--- src/sv/pcs_pkg.sv ---
// shared types, constants and the gap shrink function for the pixel run sorter
`timescale 1ns / 1ps
`default_nettype none
package pcs_pkg;

  localparam int PIX_W     = 32;
  localparam int RG_W      = 16;
  localparam int KEY_W     = 24;
  localparam int GAP_W     = 7;
  localparam int GAP_MUL   = 821;
  localparam int GAP_SHIFT = 10;

  typedef logic [PIX_W-1:0] pixel_t;

  typedef enum logic [3:0] {
    ST_LOAD,
    ST_PASS,
    ST_CHECK,
    ST_RD,
    ST_MUL,
    ST_CMP,
    ST_WR,
    ST_EMIT_RD,
    ST_EMIT_LD,
    ST_EMIT_WAIT
  } pcs_state_t;

  typedef struct packed {
    logic load;
    logic pass_start;
    logic idx_clr;
    logic mul;
    logic cmp;
    logic wr_lo;
    logic step;
    logic emit_ld;
    logic run_done;
  } pcs_cmd_t;

  typedef struct packed {
    logic run_close;
    logic more_pass;
    logic in_range;
    logic is_less;
    logic emit_last;
  } pcs_stat_t;

  // floor(g / 1.247330950103979), exact for every gap up to 115
  function automatic logic [GAP_W-1:0] shrink_gap(input logic [GAP_W-1:0] g);
    logic [GAP_W+GAP_SHIFT-1:0] prod;
    prod = (GAP_W+GAP_SHIFT)'(g) * (GAP_W+GAP_SHIFT)'(GAP_MUL);
    return prod[GAP_SHIFT +: GAP_W];
  endfunction

endpackage
`default_nettype wire

--- src/sv/pcs_channels.sv ---
// valid/ready channel interfaces for input pixels and sorted result pixels
`timescale 1ns / 1ps
`default_nettype none
interface pcs_in_if;
  import pcs_pkg::*;
  logic   valid;
  logic   ready;
  pixel_t pixel_in;
  logic   last_in;

  modport source (output valid, output pixel_in, output last_in, input ready);
  modport sink (input valid, input pixel_in, input last_in, output ready);
  modport monitor (input valid, input ready, input pixel_in, input last_in);
endinterface

interface pcs_out_if;
  import pcs_pkg::*;
  logic   valid;
  logic   ready;
  pixel_t pixel_out;
  logic   last_out;

  modport source (output valid, output pixel_out, output last_out, input ready);
  modport sink (input valid, input pixel_out, input last_out, output ready);
  modport monitor (input valid, input ready, input pixel_out, input last_out);
endinterface
`default_nettype wire

--- src/sv/pcs_ram.sv ---
// generic ram, one write port and two registered read ports
`timescale 1ns / 1ps
`default_nettype none
module pcs_ram #(
  parameter int WIDTH = 32,
  parameter int DEPTH = 64
) (
  input  wire logic                     clk,
  input  wire logic                     we,
  input  wire logic [$clog2(DEPTH)-1:0] waddr,
  input  wire logic [WIDTH-1:0]         wdata,
  input  wire logic [$clog2(DEPTH)-1:0] raddr_a,
  output logic      [WIDTH-1:0]         rdata_a,
  input  wire logic [$clog2(DEPTH)-1:0] raddr_b,
  output logic      [WIDTH-1:0]         rdata_b
);

  logic [WIDTH-1:0] mem_r [DEPTH];

  always_ff @(posedge clk) begin
    if (we) begin
      mem_r[waddr] <= wdata;
    end
    rdata_a <= mem_r[raddr_a];
    rdata_b <= mem_r[raddr_b];
  end

endmodule
`default_nettype wire

--- src/sv/pcs_ctrl.sv ---
// sequencer for load, comb sort passes and emit of one pixel run
`timescale 1ns / 1ps
`default_nettype none
module pcs_ctrl (
  input  wire logic                clk,
  input  wire logic                rst_n,
  input  wire logic                in_valid,
  output logic                     in_ready,
  output logic                     out_valid,
  input  wire logic                out_ready,
  input  wire pcs_pkg::pcs_stat_t  stat,
  output pcs_pkg::pcs_cmd_t        cmd
);
  import pcs_pkg::*;

  pcs_state_t state_r;
  pcs_state_t state_nxt;

  always_ff @(posedge clk) begin
    if (!rst_n) begin
      state_r <= ST_LOAD;
    end else begin
      state_r <= state_nxt;
    end
  end

  always_comb begin
    state_nxt = state_r;
    unique case (state_r)
      ST_LOAD: begin
        if (in_valid && stat.run_close) state_nxt = ST_PASS;
      end
      ST_PASS: begin
        state_nxt = stat.more_pass ? ST_CHECK : ST_EMIT_RD;
      end
      ST_CHECK: begin
        state_nxt = stat.in_range ? ST_RD : ST_PASS;
      end
      ST_RD:      state_nxt = ST_MUL;
      ST_MUL:     state_nxt = ST_CMP;
      ST_CMP: begin
        state_nxt = stat.is_less ? ST_WR : ST_CHECK;
      end
      ST_WR:      state_nxt = ST_CHECK;
      ST_EMIT_RD: state_nxt = ST_EMIT_LD;
      ST_EMIT_LD: state_nxt = ST_EMIT_WAIT;
      ST_EMIT_WAIT: begin
        if (out_ready) state_nxt = stat.emit_last ? ST_LOAD : ST_EMIT_RD;
      end
      default:    state_nxt = ST_LOAD;
    endcase
  end

  always_comb begin
    cmd       = '0;
    in_ready  = 1'b0;
    out_valid = 1'b0;
    unique case (state_r)
      ST_LOAD: begin
        in_ready = 1'b1;
        cmd.load = in_valid;
      end
      ST_PASS: begin
        cmd.idx_clr    = 1'b1;
        cmd.pass_start = stat.more_pass;
      end
      ST_MUL: cmd.mul = 1'b1;
      ST_CMP: begin
        cmd.cmp  = 1'b1;
        cmd.step = !stat.is_less;
      end
      ST_WR: begin
        cmd.wr_lo = 1'b1;
        cmd.step  = 1'b1;
      end
      ST_EMIT_LD: cmd.emit_ld = 1'b1;
      ST_EMIT_WAIT: begin
        out_valid    = 1'b1;
        cmd.run_done = out_ready && stat.emit_last;
        cmd.step     = out_ready && !stat.emit_last;
      end
      default: begin
      end
    endcase
  end

endmodule
`default_nettype wire

--- src/sv/pcs_datapath.sv ---
// run store, counters, key multipliers and compare for the comb sort
`timescale 1ns / 1ps
`default_nettype none
module pcs_datapath #(
  parameter int MAX_RUN = 64
) (
  input  wire logic               clk,
  input  wire logic               rst_n,
  input  wire pcs_pkg::pcs_cmd_t  cmd,
  input  wire pcs_pkg::pixel_t    in_pixel,
  input  wire logic               in_last,
  output pcs_pkg::pcs_stat_t      stat,
  output pcs_pkg::pixel_t         out_pixel,
  output logic                    out_last
);
  import pcs_pkg::*;

  localparam int AW = $clog2(MAX_RUN);
  localparam int CW = $clog2(MAX_RUN + 1);

  logic [CW-1:0] count_r, count_nxt;
  logic [CW-1:0] gap_r, gap_nxt;
  logic          swap_r, swap_nxt;
  logic [AW-1:0] idx_r, idx_nxt;

  pixel_t          lo_px_r, hi_px_r;
  logic [RG_W-1:0] lo_rg_r, hi_rg_r;
  pixel_t          out_pixel_r;
  logic            out_last_r;

  logic [CW:0]      hi_sum;
  logic [AW-1:0]    hi_addr;
  logic [CW-1:0]    count_inc;
  logic             run_close;
  logic             is_less;
  logic [KEY_W-1:0] lo_key, hi_key;
  logic             ram_we;
  logic [AW-1:0]    ram_waddr;
  pixel_t           ram_wdata;
  pixel_t           rd_a, rd_b;

  assign hi_sum    = (CW+1)'(idx_r) + (CW+1)'(gap_r);
  assign hi_addr   = hi_sum[AW-1:0];
  assign count_inc = count_r + CW'(1);
  assign run_close = in_last || (count_inc == CW'(MAX_RUN));

  assign lo_key  = KEY_W'(lo_rg_r) * KEY_W'(lo_px_r[7:0]);
  assign hi_key  = KEY_W'(hi_rg_r) * KEY_W'(hi_px_r[7:0]);
  assign is_less = hi_key < lo_key;

  assign stat.run_close = run_close;
  assign stat.more_pass = (gap_r > CW'(1)) || swap_r;
  assign stat.in_range  = hi_sum < (CW+1)'(count_r);
  assign stat.is_less   = is_less;
  assign stat.emit_last = ((CW+1)'(idx_r) + (CW+1)'(1)) == (CW+1)'(count_r);

  always_comb begin
    count_nxt = count_r;
    gap_nxt   = gap_r;
    swap_nxt  = swap_r;
    idx_nxt   = idx_r;
    if (cmd.run_done) begin
      count_nxt = '0;
    end else if (cmd.load) begin
      count_nxt = count_inc;
    end
    if (cmd.load && run_close) begin
      gap_nxt  = count_inc;
      swap_nxt = 1'b0;
    end else if (cmd.pass_start) begin
      if (gap_r > CW'(1)) gap_nxt = CW'(shrink_gap(GAP_W'(gap_r)));
      swap_nxt = 1'b0;
    end else if (cmd.cmp && is_less) begin
      swap_nxt = 1'b1;
    end
    if (cmd.idx_clr || cmd.run_done) begin
      idx_nxt = '0;
    end else if (cmd.step) begin
      idx_nxt = idx_r + AW'(1);
    end
  end

  always_ff @(posedge clk) begin
    if (!rst_n) begin
      count_r <= '0;
      gap_r   <= '0;
      swap_r  <= 1'b0;
      idx_r   <= '0;
    end else begin
      count_r <= count_nxt;
      gap_r   <= gap_nxt;
      swap_r  <= swap_nxt;
      idx_r   <= idx_nxt;
    end
  end

  always_ff @(posedge clk) begin
    if (cmd.mul) begin
      lo_px_r <= rd_a;
      hi_px_r <= rd_b;
      lo_rg_r <= RG_W'(rd_a[23:16]) * RG_W'(rd_a[15:8]);
      hi_rg_r <= RG_W'(rd_b[23:16]) * RG_W'(rd_b[15:8]);
    end
    if (cmd.emit_ld) begin
      out_pixel_r <= rd_a;
      out_last_r  <= stat.emit_last;
    end
  end

  always_comb begin
    ram_we    = 1'b0;
    ram_waddr = idx_r;
    ram_wdata = hi_px_r;
    if (cmd.load) begin
      ram_we    = 1'b1;
      ram_waddr = count_r[AW-1:0];
      ram_wdata = in_pixel;
    end else if (cmd.cmp && is_less) begin
      ram_we    = 1'b1;
      ram_waddr = hi_addr;
      ram_wdata = lo_px_r;
    end else if (cmd.wr_lo) begin
      ram_we    = 1'b1;
    end
  end

  pcs_ram #(
    .WIDTH (PIX_W),
    .DEPTH (MAX_RUN)
  ) u_store (
    .clk     (clk),
    .we      (ram_we),
    .waddr   (ram_waddr),
    .wdata   (ram_wdata),
    .raddr_a (idx_r),
    .rdata_a (rd_a),
    .raddr_b (hi_addr),
    .rdata_b (rd_b)
  );

  assign out_pixel = out_pixel_r;
  assign out_last  = out_last_r;

endmodule
`default_nettype wire

--- src/sv/pixel_run_comb_sorter.sv ---
// top level: collects a pixel run, comb sorts it by r*g*b and emits it
// load: one cycle per item while the run is open
// sort: per pass PASS and CHECK, per compare CHECK, RD, MUL and CMP plus WR when it swaps (two-read store)
// emit: per result EMIT_RD, EMIT_LD, then EMIT_WAIT until out ready, after the last pass
// reset clears the sequencer and the count, gap, swap and index registers
// the run store is not cleared; only entries of the current run are read
`timescale 1ns / 1ps
`default_nettype none
module pixel_run_comb_sorter #(
  parameter int MAX_RUN = 64
) (
  input  wire logic  clk,
  input  wire logic  rst_n,
  pcs_in_if.sink     in_ch,
  pcs_out_if.source  out_ch
);
  import pcs_pkg::*;

  pcs_cmd_t  cmd;
  pcs_stat_t stat;

  pcs_ctrl u_ctrl (
    .clk       (clk),
    .rst_n     (rst_n),
    .in_valid  (in_ch.valid),
    .in_ready  (in_ch.ready),
    .out_valid (out_ch.valid),
    .out_ready (out_ch.ready),
    .stat      (stat),
    .cmd       (cmd)
  );

  pcs_datapath #(
    .MAX_RUN (MAX_RUN)
  ) u_dp (
    .clk       (clk),
    .rst_n     (rst_n),
    .cmd       (cmd),
    .in_pixel  (in_ch.pixel_in),
    .in_last   (in_ch.last_in),
    .stat      (stat),
    .out_pixel (out_ch.pixel_out),
    .out_last  (out_ch.last_out)
  );

endmodule
`default_nettype wire

--- src/flat_wrapper.sv ---
// flat-port wrapper written by rule: the top's interface ports become plain ports
module pixel_run_comb_sorter_flat import pcs_pkg::*;
#(
  parameter int MAX_RUN = 64
)
  (clk, rst_n, in_ch_valid, in_ch_pixel_in, in_ch_last_in, in_ch_ready, out_ch_valid, out_ch_pixel_out, out_ch_last_out, out_ch_ready);
  pcs_in_if in_ch_i ();
  pcs_out_if out_ch_i ();
  input  wire logic clk;
  input  wire logic rst_n;
  input wire logic [$bits(in_ch_i.valid)-1:0] in_ch_valid;
  input wire logic [$bits(in_ch_i.pixel_in)-1:0] in_ch_pixel_in;
  input wire logic [$bits(in_ch_i.last_in)-1:0] in_ch_last_in;
  output wire logic [$bits(in_ch_i.ready)-1:0] in_ch_ready;
  output wire logic [$bits(out_ch_i.valid)-1:0] out_ch_valid;
  output wire logic [$bits(out_ch_i.pixel_out)-1:0] out_ch_pixel_out;
  output wire logic [$bits(out_ch_i.last_out)-1:0] out_ch_last_out;
  input wire logic [$bits(out_ch_i.ready)-1:0] out_ch_ready;
  assign in_ch_i.valid = in_ch_valid;
  assign in_ch_i.pixel_in = in_ch_pixel_in;
  assign in_ch_i.last_in = in_ch_last_in;
  assign in_ch_ready = in_ch_i.ready;
  assign out_ch_valid = out_ch_i.valid;
  assign out_ch_pixel_out = out_ch_i.pixel_out;
  assign out_ch_last_out = out_ch_i.last_out;
  assign out_ch_i.ready = out_ch_ready;
  pixel_run_comb_sorter #(.MAX_RUN(MAX_RUN)) u_core (.clk(clk), .rst_n(rst_n), .in_ch(in_ch_i), .out_ch(out_ch_i));
endmodule
--- config.mk ---
export PLATFORM = sky130hd
export DESIGN_NAME = pixel_run_comb_sorter_flat
export DESIGN_NICKNAME = d
export VERILOG_FILES = /design/src/sv/pcs_pkg.sv /design/src/sv/pcs_channels.sv /design/src/sv/pcs_ram.sv /design/src/sv/pcs_ctrl.sv /design/src/sv/pcs_datapath.sv /design/src/sv/pixel_run_comb_sorter.sv /design/src/flat_wrapper.sv
export SDC_FILE = /design/constraint.sdc
export NUM_CORES = 2
export LEC_CHECK = 0
export BUFFER_PORTS_ARGS = -buffer_cell sky130_fd_sc_hd__buf_2
export CORE_MARGIN = 3
export CORE_UTILIZATION = 40
export CTS_BUF_LIST = sky130_fd_sc_hd__clkbuf_2
export DETAILED_ROUTE_END_ITERATION = 8
export GPL_ROUTABILITY_DRIVEN = 1
export SETUP_SLACK_MARGIN = 0.4
export SKIP_LAST_GASP = 1
export SYNTH_ARGS = -nofsm -noshare
export SYNTH_HDL_FRONTEND = slang
export SYNTH_SLANG_ARGS = --single-unit
--- constraint.sdc ---
create_clock -name clk -period 9.8 [get_ports clk]
set_input_delay 0.98 -clock clk [delete_from_list [all_inputs] [get_ports clk]]
set_output_delay 0.98 -clock clk [all_outputs]
set_load 0.05 [all_outputs]
Yosys cells after proc, flatten, opt, wreduce, memory -nomap -nowiden
Memories as Yosys holds them, arrays and structs flattened. A register that Yosys moved wholly into a read port is not among the register bits.
Cells that the tools add are included.
{"block": "word_totals", "ff_bits": 154, "mem_bits_rw": 2048, "input_bits": 37, "out_inout_bits": 35, "wordCells": 85, "n_memories": 1}
{"memory": "u_core.u_dp.u_store.mem_r", "depth": 64, "word_bits": 32, "rd": 2, "rd_ports_with_merged_regs": 2, "write_ports": 1, "line": "pcs_ram.sv:18", "source": "logic [WIDTH-1:0] mem_r [DEPTH];"}
{"block": "classes", "addsub": 4, "n_mul": 5, "order_cmp": 3, "eq_ne": 13, "mux": 29, "n_bitwise": 1, "n_reduce_logical": 18}
{"cell": "$mux W32", "count": 2}
{"cell": "$mul A16 B8 Y24", "count": 2}
{"cell": "$pmux W4 S10", "count": 1}
{"cell": "$mul A8 B8 Y16", "count": 2}
{"cell": "$lt A24 B24 Y1", "count": 1}
{"cell": "$mux W7", "count": 3}
{"cell": "$mul A7 B10 Y17 const B", "count": 1}
{"cell": "$eq A4 B3 Y1 const B", "count": 4}
{"cell": "$mux W1", "count": 13}
{"cell": "$mux W6", "count": 2}
{"cell": "$mux W3", "count": 3}
{"cell": "$add A6 B7 Y8", "count": 1}
{"cell": "$eq A4 B2 Y1 const B", "count": 2}
{"cell": "$eq A4 B4 Y1 const B", "count": 2}
{"cell": "$lt A8 B7 Y1", "count": 1}
{"cell": "$mux W4", "count": 2}
{"cell": "$add A6 B1 Y7 const B", "count": 1}
{"cell": "$add A7 B1 Y7 const B", "count": 1}
{"cell": "$eq A7 B7 Y1", "count": 1}
{"cell": "$eq A7 B7 Y1 const B", "count": 1}
{"cell": "$gt A7 B1 Y1 const B", "count": 1}
{"cell": "$add A6 B1 Y6 const B", "count": 1}
{"cell": "$logic_and A1 B1 Y1", "count": 5}
{"cell": "$eq A4 B1 Y1 const B", "count": 1}
{"cell": "11 further kinds", "count": 19}

Logic depth before layout (Yosys ltp)
{"block": "logic_depth", "depth_word": 7, "ltp_mapped": 30, "mapped_depth_nobuf": 27}

By module
From an unflattened synthesis, not the netlist that was laid out.
{"block": "hier_totals", "hier_cells": 6508, "hier_area_um2": 116037.5}
{"mod": "pcs_ram", "n_inst": 1, "cells_per_inst": 4412, "area_each_um2": 95660.5, "seq_area_each_um2": 62780.2}
{"mod": "pcs_datapath", "n_inst": 1, "cells_per_inst": 2039, "area_each_um2": 19939.1, "seq_area_each_um2": 4294.1}
{"mod": "pcs_ctrl", "n_inst": 1, "cells_per_inst": 57, "area_each_um2": 437.9, "seq_area_each_um2": 80.1}

Worst setup path after synthesis
No wires, ideal clock.
{"block": "synth_path", "kind": "reg2reg", "from": "register u_core.u_dp.lo_px_r[2]", "to": "memory u_core.u_dp.u_store.mem_r[63][0], enable pin", "setup_time_ns": 0.502, "t_arrival_ns": 9.666, "required_ns": 9.298, "slack_ns": -0.369, "path_stages_with_launch": 28, "n_path_buf": 4, "synth_period_minus_slack_ns": 10.169, "cell_sequence": "edfxtp_1 -> clkbuf_1 -> and2_1 -> fa_1 -> fa_1 -> fa_1 -> inv_1 -> fa_1 -> inv_1 -> ha_1 -> a21oi_1 -> a21oi_1 -> a2111oi_0 -> o31ai_1 -> a311o_1 -> a31o_2 -> a21oi_1 -> xor2_1 -> ha_1 -> nand3_1 -> nor4_1 -> o21a_1 -> buf_6 -> o211ai_1 -> and3_1 -> clkbuf_1 -> buf_2 -> nor4_1"}
{"block": "synth_via", "elab_chain_cells": 7, "word_cells_on_any_way": 9, "cone_classes": "1 x mul; 1 x order compare; 6 x mux; 1 x reduce/logical"}
{"item": "start, declared", "line": "pcs_datapath.sv:26", "source": "pixel_t lo_px_r, hi_px_r;"}
{"item": "start signal, assigned", "line": "pcs_datapath.sv:99", "source": "lo_px_r <= rd_a;"}
{"item": "$mul A16 B8 Y24 *", "line": "pcs_datapath.sv:47", "source": "assign lo_key = KEY_W'(lo_rg_r) * KEY_W'(lo_px_r[7:0]);"}
{"item": "$lt A24 B24 Y1 *", "line": "pcs_datapath.sv:49", "source": "assign is_less = hi_key < lo_key;"}
{"item": "$logic_and A1 B1 Y1 *", "line": "pcs_datapath.sv:118", "source": "end else if (cmd.cmp && is_less) begin"}
{"item": "$mux W1", "line": "pcs_datapath.sv:118"}
{"item": "$mux W1", "line": "pcs_datapath.sv:114", "source": "if (cmd.load) begin"}
{"item": "$mux W1", "line": "pcs_ram.sv:21", "source": "if (we) begin"}
{"item": "$mux W1 (not written as such)", "line": "pcs_ram.sv:22", "source": "mem_r[waddr] <= wdata;"}
{"item": "end, declared", "line": "pcs_ram.sv:18"}
Mark *: on every way between the ends. The rest lies on a longest branch, timed or not.

Worst setup path in the final report
{"block": "layout_path", "from": "register u_core.u_dp.hi_px_r[2]", "to": "memory u_core.u_dp.u_store.mem_r[53][26], enable pin"}
{"block": "layout_via", "elab_chain_cells": 7, "word_cells_on_any_way": 9, "cone_classes": "1 x mul; 1 x order compare; 6 x mux; 1 x reduce/logical"}
{"item": "start, declared", "line": "pcs_datapath.sv:26"}
{"item": "start signal, assigned", "line": "pcs_datapath.sv:100", "source": "hi_px_r <= rd_b;"}
{"item": "$mul A16 B8 Y24 *", "line": "pcs_datapath.sv:48", "source": "assign hi_key = KEY_W'(hi_rg_r) * KEY_W'(hi_px_r[7:0]);"}
{"item": "$lt A24 B24 Y1 *", "line": "pcs_datapath.sv:49"}
{"item": "$logic_and A1 B1 Y1 *", "line": "pcs_datapath.sv:118"}
{"item": "$mux W1", "line": "pcs_datapath.sv:118"}
{"item": "$mux W1", "line": "pcs_datapath.sv:114"}
{"item": "$mux W1", "line": "pcs_ram.sv:21"}
{"item": "$mux W1 (not written as such)", "line": "pcs_ram.sv:22"}
Marks and branches as above.

==> results.yml <==
timing:
  tns_ns: 0
  whs_ns: 0.292
  slew_headroom_pct: 12.9
  fin_worst_skew_ns: 0.272
  layout_min_cycle_time_ns: 8.89
  slew_violations: 0
  period_share_pct: 90.7
  max_freq_mhz: 112
  setup_viol: 0
  worst_pin_slew_ns: 1.31
  rsz0062_at_grt: "no"
  hold_viol_final: 0
detailed_routing:
  postRouteAntennaNets: 0
  drt-total-wl_um: 360000
  vias: 66800
  first_pass_iters: 5
  initialDrtViolationCount: 8089
  drc_errors: 0
  routed_via_density: 6.14
  avgRoutedWirePerCell_um: 33.1
logic_synthesis:
  syn_inst: 6018
  synthTopCellsByCount: "edfxtp_1 (2177), mux4_2 (1312), inv_1 (328)"
  syn_nets: 6551
  synth_flop_cell: "edfxtp_1"
  yosysUniqueCellTypes: 78
  yosys_warnings: 0
  async_reset_ff_share_pct: 0
  synth_edf_count: 2177
  synth_top_area_share_pct: 56.7
  ys_seq_area_share_pct: 58.2
  synth_area_mm2: 0.115
  synth_area_leaders: "edfxtp_1 (57%), mux4_2 (26%), fa_1 (4.4%), ha_1 (2.6%), dfxtp_1 (1.5%)"
  ys_ff_latch: 2266
  yosysMostFrequentCell: "edfxtp_1"
  synth_area_leader_cell: "edfxtp_1"
  syn_avg_cell_area_um2: 19.2
cells_and_area:
  multi_input_area_mm2: 0.0463
  area_delta_synth_final_pct: 11.4
  drive_above_1_share_pct: 39.4
  finalNetCount: 7184
  nFillCells: 24700
  utilization_pct: 45.0
  regArea_mm2: 0.0672
power:
  leakage_nw: 42.5
  peakVddDrop_uv: 448
  power.density_mw_per_mm2: 255
clock_network:
  clock_latency_ns: 2.10
  cts_buffer_depth: 4
  numCtsBuffers: 603
  cts_sinks: 2266
  cts-root-buf: "clkbuf_2"
  cts_tree: "built"
  path_clk_slew_ns: 0.12
  htree_levels: 6
floorplanning:
  core-area_mm2: 0.286
  fp.dieH_um: 543
  die_w_um: 543
  initial_utilization_pct: 40.3
  pin_count: 72
  die-area_mm2: 0.295
  fp-row-count: 196
job:
  drv_cap: 0
setup_path:
  setup.worst_path.end_class: "register"
  crit_buf_inv: 5
  rr_endpoint: "u_core.u_dp.u_store.mem_r[53][26]"
  cp.required_ns: 11.32
  worst_ep_arrival_time_ns: 10.41
  cpPeakStageDelay_ns: 0.61
  worst-setup-path-type: "register to register"
  crit_slowest_cell: "o311a_2"
  cpMostUsedCell: "fa_1"
  start_kind: "register"
  crit_family: "adder cells"
  reg2reg_depth: 28
  path_max_fanout: 13
  rrSetupSlack_ns: 0.91
  reg2reg_from: "u_core.u_dp.hi_px_r[2]"
min_path:
  min_delay_worst_endpoint: "u_core.u_dp.u_store.mem_r[11][24]"
  holdPathStages: 5
  min_from: "in_ch_pixel_in[24]"
  hold_class: "primary input to register"
placed_design:
  hpwlAfterDp_um: 220000
  io_buffers: 71
  gp_congestion: 0.858
global_route:
  grt_usage_pct: 24.4
  grt_max_degree: 124
  grt_pass1_wl_um: 511000
  grt_pass1_vias: 68500
  antenna_found_initial: 36
  grt_overflow_total: 0
status:
  status: "finished clean"
## cell families after synthesis
kind of cell / count (synthesis) / share of synthesized area [%]
simple gates: 754 / 3.40
compound gates: 303 / 1.69
flops: 2266 / 58.2
fa+ha+maj: 496 / 7.02
buf+inv: 694 / 2.43
mux: 1416 / 26.6
xor+xnor: 89 / 0.676
## power by group
group | internal, mW | switching, mW | total, mW
registers | 11.7 | 0.368 | 12.1
clock network | 2.68 | 4.14 | 6.82
logic | 5.93 | 7.99 | 13.9
total | 20.3 | 12.5 | 32.8
## state kept, by name, indices dropped and copies added, names as in the netlist
signal	cells
u_core.u_ctrl.state_r	4
u_core.u_dp.idx_r	6
u_core.u_dp.out_last	1
u_core.u_dp.u_store.rdata_b	32
u_core.u_dp.hi_rg_r	16
u_core.u_dp.gap_r	7
u_core.u_dp.lo_px_r	32
u_core.u_dp.hi_px_r	32
u_core.u_dp.lo_rg_r	16
u_core.u_dp.out_pixel	32
u_core.u_dp.count_r	7
u_core.u_dp.u_store.mem_r	2048
u_core.u_dp.u_store.rdata_a	32
u_core.u_dp.swap_r	1
## metrics by stage
step / cell area [um^2] / std cells / power [mW] / worst slack (ns)
2_1_floorplan: 115000 / 6018 / 22.1 / -0.369
3_3_place_gp: 122000 / 9752 / 26.1 / 0.491
3_5_place_dp: 122000 / 9752 / 26.1 / 0.421
4_1_cts: 128000 / 10900 / 33.1 / 0.577
5_1_grt: 129000 / 10900 / 35.2 / 0.416
6_report: 129000 / 10900 / 32.8 / 0.907
## worst min-delay path: stages
cell,delay [ns]
dlygate4sd3_1,0.52
buf_2,0.12
nand2_1,0.09
o21ai_4,0.06
buf_4,0.32
## cell usage in the layout, fill, tap and decap left out, types with 22 or more instances in the layout
cell,instances
inv_1,327
buf_12,51
o21ai_0,68
edfxtp_1,2177
mux2i_1,68
nand3_1,23
buf_4,220
clkinv_2,25
mux2_2,33
nor2_1,71
xnor2_1,65
dfxtp_1,83
clkbuf_2,888
dlygate4sd3_1,50
a21o_1,22
ha_1,243
and2_1,275
clkinv_1,99
mux4_2,1312
buf_2,71
a21oi_1,80
nor4_2,62
o21ai_4,32
nand2_1,233
fa_1,251
## cell type report
cell class                      instances  share of cell area [%]
Antenna cell                           11                  0.0214
Clock buffer                          888                    3.46
Clock inverter                        178                   0.853
Inverter                              329                   0.963
Multi-Input combinational cell       3058                    36.0
Sequential cell                      2266                    52.3
Tap cell                             3762                    3.66
Timing Repair Buffer                  393                    2.75
## what timing repair did
| item | 4_1_cts | 5_1_grt |
|---|---|---|
| endpoints found under the hold margin | 1930 | 0 |
| setup buffers | 0 | 6 |
| resized for setup | 1 | 8 |
| setup endpoints to repair | 17 | 1336 |
| hold buffers | 50 | 0 |
## worst max-delay path by stage
stage	from	to	slack, ns	cells past startpoint
6_report	u_core.u_dp.hi_px_r[2]	u_core.u_dp.u_store.mem_r[53][26]	0.91	28
5_1_grt	u_core.u_dp.hi_px_r[2]	u_core.u_dp.u_store.mem_r[53][20]	0.42	28
4_1_cts	u_core.u_dp.hi_px_r[2]	u_core.u_dp.u_store.mem_r[44][10]	0.58	26
3_5_place_dp	u_core.u_dp.lo_px_r[2]	u_core.u_dp.u_store.mem_r[6][17]	0.42	26
3_3_place_gp	u_core.u_dp.hi_px_r[2]	u_core.u_dp.u_store.mem_r[7][17]	0.49	26
2_1_floorplan	u_core.u_dp.lo_px_r[2]	u_core.u_dp.u_store.mem_r[63][0]	-0.37	27
## routing by layer
| metal | up-vias | GRT usage [%] | share of wire (%) |
|---|---|---|---|
| met5 | - | 0 | 0.053 |
| met4 | 28 | 7.65 | 3.0 |
| met3 | 590 | 6.57 | 10 |
| met2 | 3706 | 37.7 | 47 |
| met1 | 36000 | 33.8 | 40 |
| li1 | 26500 | - | - |
Power figures use the tool's default switching activity.
